### src/rtl/etf_pkg.sv
// Shared types and constants of the escape-time fractal engine.
// Used by every module of the block; depends on nothing.
`default_nettype none

package etf_pkg;

	// Field widths
	localparam int PIX_W   = 10;
	localparam int COORD_W = 32;
	localparam int COUNT_W = 16;
	localparam int SHADE_W = 8;
	localparam int CFG_IDX_W  = 3;
	localparam int CFG_DATA_W = 32;

	// Fixed-point format and internal widths
	localparam int FRAC_BITS = 28;
	localparam int PROD_W    = 2 * COORD_W;
	localparam int WIDE_W    = PROD_W + 2;
	localparam int MAP_W     = PIX_W + 1 + COORD_W;
	localparam logic signed [WIDE_W-1:0] ESC_BOUND = WIDE_W'(4) <<< FRAC_BITS;

	// Shade divider: quotient never exceeds 255, so one bit per step
	localparam int SHADE_MAX = 255;
	localparam int NUM_W     = COUNT_W + SHADE_W;
	localparam int DIV_STEPS = SHADE_W;
	localparam int DIV_CNT_W = $clog2(DIV_STEPS);

	// Register reset values
	localparam logic signed [COORD_W-1:0] X_ORIGIN_RST = -32'sd536870912;
	localparam logic signed [COORD_W-1:0] Y_ORIGIN_RST = -32'sd402653184;
	localparam logic signed [COORD_W-1:0] STEP_RST     = 32'sd786432;
	localparam logic [COUNT_W-1:0]        MAX_ITER_RST = 16'd256;

	typedef enum logic [CFG_IDX_W-1:0] {
		CFG_MODE       = 3'd0,
		CFG_X_ORIGIN   = 3'd1,
		CFG_X_STEP     = 3'd2,
		CFG_Y_ORIGIN   = 3'd3,
		CFG_Y_STEP     = 3'd4,
		CFG_JULIA_RE   = 3'd5,
		CFG_JULIA_IM   = 3'd6,
		CFG_MAX_ITER   = 3'd7
	} cfg_idx_t;

	typedef enum logic {
		MODE_MANDELBROT = 1'b0,
		MODE_JULIA      = 1'b1
	} mode_t;

	typedef struct packed {
		mode_t                      mode;
		logic signed [COORD_W-1:0]  x_origin;
		logic signed [COORD_W-1:0]  x_step;
		logic signed [COORD_W-1:0]  y_origin;
		logic signed [COORD_W-1:0]  y_step;
		logic signed [COORD_W-1:0]  julia_real;
		logic signed [COORD_W-1:0]  julia_imag;
		logic [COUNT_W-1:0]         max_iterations;
	} cfg_t;

	typedef enum logic [2:0] {
		ST_IDLE,
		ST_MAP,
		ST_MUL,
		ST_UPD,
		ST_DIV,
		ST_DONE
	} state_t;

	// Controller to datapath commands
	typedef struct packed {
		logic                 capture;
		logic                 init;
		logic                 mul;
		logic                 upd;
		logic                 div_step;
		logic [DIV_CNT_W-1:0] div_bit;
		logic                 emit;
	} cmd_t;

	// Datapath to controller status
	typedef struct packed {
		logic stop;
	} sts_t;

	// Clamp a wide signed value to the coordinate range
	function automatic logic signed [COORD_W-1:0] sat_coord(input logic signed [WIDE_W-1:0] v);
		logic signed [WIDE_W-1:0] hi;
		logic signed [WIDE_W-1:0] lo;
		hi = WIDE_W'({1'b0, {(COORD_W-1){1'b1}}});
		lo = ~hi;
		if (v > hi) begin
			return hi[COORD_W-1:0];
		end else if (v < lo) begin
			return lo[COORD_W-1:0];
		end
		return v[COORD_W-1:0];
	endfunction

endpackage

`default_nettype wire

### src/rtl/etf_ctrl.sv
// Controller of the fractal engine: sequences map, iterate, divide and emit.
// Depends on etf_pkg for state, command and status types.
`default_nettype none

module etf_ctrl (
	input  logic          clk,
	input  logic          arst_n,
	input  logic          in_valid,
	output logic          in_ready,
	output logic          out_valid,
	input  logic          out_ready,
	input  etf_pkg::sts_t sts,
	output etf_pkg::cmd_t cmd
);
	import etf_pkg::*;

	state_t               st_q;
	state_t               st_next;
	logic [DIV_CNT_W-1:0] div_cnt_q;
	logic                 out_valid_q;

	// State, divider step counter and result valid
	always_ff @(posedge clk or negedge arst_n) begin
		if (!arst_n) begin
			st_q        <= ST_IDLE;
			div_cnt_q   <= '0;
			out_valid_q <= 1'b0;
		end else begin
			st_q <= st_next;
			if (st_q == ST_UPD) begin
				div_cnt_q <= DIV_CNT_W'(DIV_STEPS - 1);
			end else if (st_q == ST_DIV) begin
				div_cnt_q <= div_cnt_q - 1'b1;
			end
			if (cmd.emit) begin
				out_valid_q <= 1'b1;
			end else if (out_ready) begin
				out_valid_q <= 1'b0;
			end
		end
	end

	// Next state and commands
	always_comb begin
		st_next     = st_q;
		cmd         = '0;
		cmd.div_bit = div_cnt_q;
		in_ready    = 1'b0;
		case (st_q)
			ST_IDLE: begin
				in_ready = 1'b1;
				if (in_valid) begin
					cmd.capture = 1'b1;
					st_next     = ST_MAP;
				end
			end
			ST_MAP: begin
				cmd.init = 1'b1;
				st_next  = ST_MUL;
			end
			ST_MUL: begin
				cmd.mul = 1'b1;
				st_next = ST_UPD;
			end
			ST_UPD: begin
				cmd.upd = 1'b1;
				st_next = sts.stop ? ST_DIV : ST_MUL;
			end
			ST_DIV: begin
				cmd.div_step = 1'b1;
				if (div_cnt_q == '0) begin
					st_next = ST_DONE;
				end
			end
			ST_DONE: begin
				// Load the output register once it is free or being drained
				if (!out_valid_q || out_ready) begin
					cmd.emit = 1'b1;
					st_next  = ST_IDLE;
				end
			end
			default: begin
				st_next = ST_IDLE;
			end
		endcase
	end

	assign out_valid = out_valid_q;

endmodule

`default_nettype wire

### config.mk
export PLATFORM = sky130hd
export DESIGN_NAME = etf_ctrl
export DESIGN_NICKNAME = d
export VERILOG_FILES = /design/src/rtl/etf_pkg.sv /design/src/rtl/etf_ctrl.sv
export SDC_FILE = /design/constraint.sdc
export NUM_CORES = 1
export LEC_CHECK = 0
export ABC_AREA = 1
export BUFFER_PORTS_ARGS = -buffer_cell sky130_fd_sc_hd__buf_2
export CORE_AREA = 3 3 40 42
export CTS_CLUSTER_SIZE = 28
export DETAILED_ROUTE_END_ITERATION = 7
export DIE_AREA = 0 0 43 45
export SETUP_SLACK_MARGIN = 0.5
export SLEW_MARGIN = 10
export SYNTH_ARGS = -nofsm -noshare
export SYNTH_HDL_FRONTEND = slang
export SYNTH_SLANG_ARGS = --single-unit
### constraint.sdc
create_clock -name clk -period 1.3 [get_ports clk]
set_clock_uncertainty 0.1 [all_clocks]
set_input_delay 0.13 -clock clk [delete_from_list [all_inputs] [get_ports clk]]
set_output_delay 0.13 -clock clk [all_outputs]
set_load 0.05 [all_outputs]
==> results.md <==
- Status: complete, but fails checks
- Failing checks: negative hold slack, negative setup slack
- Delay of the slowest critical-path stage: 0.45 ns
- Die area: 0.00194 mm²
- Synthesized flop and latch total: 7
- Ant diodes: 0
- Slew Viols, Final: 0
- Post-Route WL: 1.10 mm
- Largest net degree at the start of global routing: 8
- Wire per inst: between 10 and 15 µm
- Worst Tran Pin Value: 0.246 ns
- Avg Cell Area, Syn: 7.90 µm²
- Delay-heaviest family, CP: flip-flops
- CTS tree: yes
- WP data arrival: between 1 and 1.5 ns
- First-pass GRT wire length: around 1.8 mm
- Via density: 4.40
- Syn nets: 58
- Clk sink count: 7
- Crit path cell chain: nor2_4, inv_4, nor3_4, buf_6
- Crit path kind: register to output port
- Final hold slack: -0.0363 ns
- Setup-failing EPs final: 10
- Final setup margin: -0.171 ns
- Hold depth: 2
- Grt ovf: 0
- Clk_lat worst skew: 0.25 ns
- Post-synth top area cell: dfrtp_1
- Sequential area share after synthesis: about 43%
- Mapped Area: 403 µm²
- Critical Path RT: 1.07 ns
- Antenna violations before repair: 0
- CP startpoint kind: register
- Area Overhead vs Synth: 122%
- Fillers: a little over 90
- Clk buf depth: 2
- Hold Crit Start: out_ready
- FF-to-FF End: div_cnt_q[2]$_DFFE_PN0P_
- CTS H-tree depth: 1
- Syn. warnings: 0
- Buf+Inv Stages, Crit Path: 2
- Tcrit/Tclk final: 113%
- Antenna Nets Post-Route: 0
- Clk root buf: clkbuf_4
- Worst min path class: input pin to register
- Die H: 45 µm
- Nets: between 90 and 100
- Port Buf Inserts: 15
- Final min period: 1.47 ns
- CP max-delay cell: dfrtp_2
- Vias in the first global route: 432
- CP endpoint kind: output port
- Relative max-transition margin: around 84%
- Top cells by area, synth: dfrtp_1 (43%), inv_1 (9.3%), nand2_1 (6.5%)
- Detailed placement HPWL: about 770 µm
- FF-to-FF Start: st_q[1]$_DFFE_PN0P_
- Finished Core Util: a little over two thirds
- R2r setup slk: -0.08 ns
- CP max FO: 5
- Via Count: approximately 440
- Die X: around 43 µm
- # Max-Cap Violations: 0
- Hold Fails Final Rpt: 1
- Cts hold-fix bufs: 1
- Total core area: 0.00128 mm²
- DR pass1 iterations: 2
- Cts bufs inserted: 3
- GR Util All Layers: between 10% and 20%
- Share of the synthesized area in the top cell type: 43.5%
- Drt initial violations: 2
- FP Rows: 13
- Post-synth cell types: 17
- # DRC: 0
- GPL Wtd Cong: between 0.7 and 0.8
- Initial Utilization: 31.4%
- Worst Reg-to-Reg Cells: 7
- RSZ-0062 raised after global routing: true
- Synth Instances: 51
- Clock Pin Slew Worst Setup and Hold Paths: 0.05 ns
- Share of layout cells above drive strength 1: 76.7%
- Hold EP: out_valid$_DFFE_PN0P_
- Max Clk Rate: roughly 0.68 GHz
- I/O pin total: 16
## layout by cell type (no fill, tap or decap), types with 2 or more instances in the layout
cell type and instances:
inv_1 4, nor3_4 4, nand3_2 3, nand2_2 2, nor2_4 4, a21oi_1 2, buf_4 11, buf_6 11
nand2_1 4, dfrtp_2 6, buf_2 4, ha_4 2, clkbuf_4 3, nand3_1 2, buf_8 5, inv_2 4
inv_4 3, nand2_4 2
## flip-flops by register name, summed over array words and instances (netlist names)
name,cells
div_cnt_q,3
st_q,3
out_valid,1
## logic make-up after synthesis
logic type               after synthesis  share of synthesized area, %
flip-flops                             7                          43.5
AND/OR/NAND/NOR                       23                          28.9
AO/OA/AOI/OAI                          6                          8.39
buffers and inverters                 13                          13.0
adder cells (fa/ha/maj)                2                          6.21
## worst max path at each step
stage	from	endpoint	slack [ns]	cells past startpoint
final	st_q[1]$_DFFE_PN0P_	cmd[8]	-0.17	4
after global placement	st_q[0]$_DFFE_PN0P_	cmd[8]	-0.02	4
after CTS	st_q[1]$_DFFE_PN0P_	cmd[8]	-0.19	4
after global routing	st_q[0]$_DFFE_PN0P_	cmd[8]	-0.24	4
after floorplan	st_q[0]$_DFFE_PN0P_	cmd[8]	-0.08	3
after detailed placement	st_q[0]$_DFFE_PN0P_	cmd[8]	-0.06	4
## cells in the mapped netlist
cell,n
a21oi_1,2
o21ai_0,2
nor2_1,4
nand3_1,5
nor2_2,1
nor3_1,3
inv_1,10
nand2_2,1
nor3_4,1
ha_1,2
inv_2,2
o211ai_1,1
nand4_1,1
dfrtp_1,7
nand2_1,7
buf_4,1
a31oi_1,1
## metrics by stage
stage	instances	TNS, ns	cell area [µm²]	worst slack, ns
after floorplan	51	-0.404	502	-0.0829
after global placement	90	-0.0174	659	-0.0174
after detailed placement	90	-0.0571	659	-0.0571
after CTS	98	-1.10	817	-0.194
after global routing	101	-1.78	893	-0.240
final	101	-1.12	893	-0.171
## layout make-up
class	instances	area, µm²	share of cell area (%)
well taps	15	18.8	2.10
inverters	12	56.3	6.30
multi-input cells	31	298	33.3
clock buffers	4	26.3	2.94
flip-flops and latches	7	183	20.4
repair buffers	32	312	34.9
## layer usage
metal / global-route usage (%) / vias up / routed length, µm
li1: - / 231 / -
met1: 14.9 / 198 / 408
met2: 21.9 / 15 / 624
met3: 4.38 / 0 / 70
met4: 5.42 / 0 / 0
met5: 0 / - / 0
## worst reg2reg max path, cell delays in order, from the launching register on
cell	delay, ns
dfrtp_2	0.45
buf_4	0.16
inv_4	0.06
nor3_4	0.04
buf_4	0.13
buf_6	0.12
a21oi_1	0.10
o21ai_1	0.08
## repair_timing
action | CTS | global route
endpoints found under the hold margin | 9 | 1
endpoints found under the setup margin | 18 | 18
setup buffers | 3 | 3
cloned | 0 | 0
resized for setup | 32 | 15
pin swaps | 9 | 4
Power is left out: the tool's default activity adds up to more than one toggle a clock period on the data nets, which glitch-free logic cannot reach.
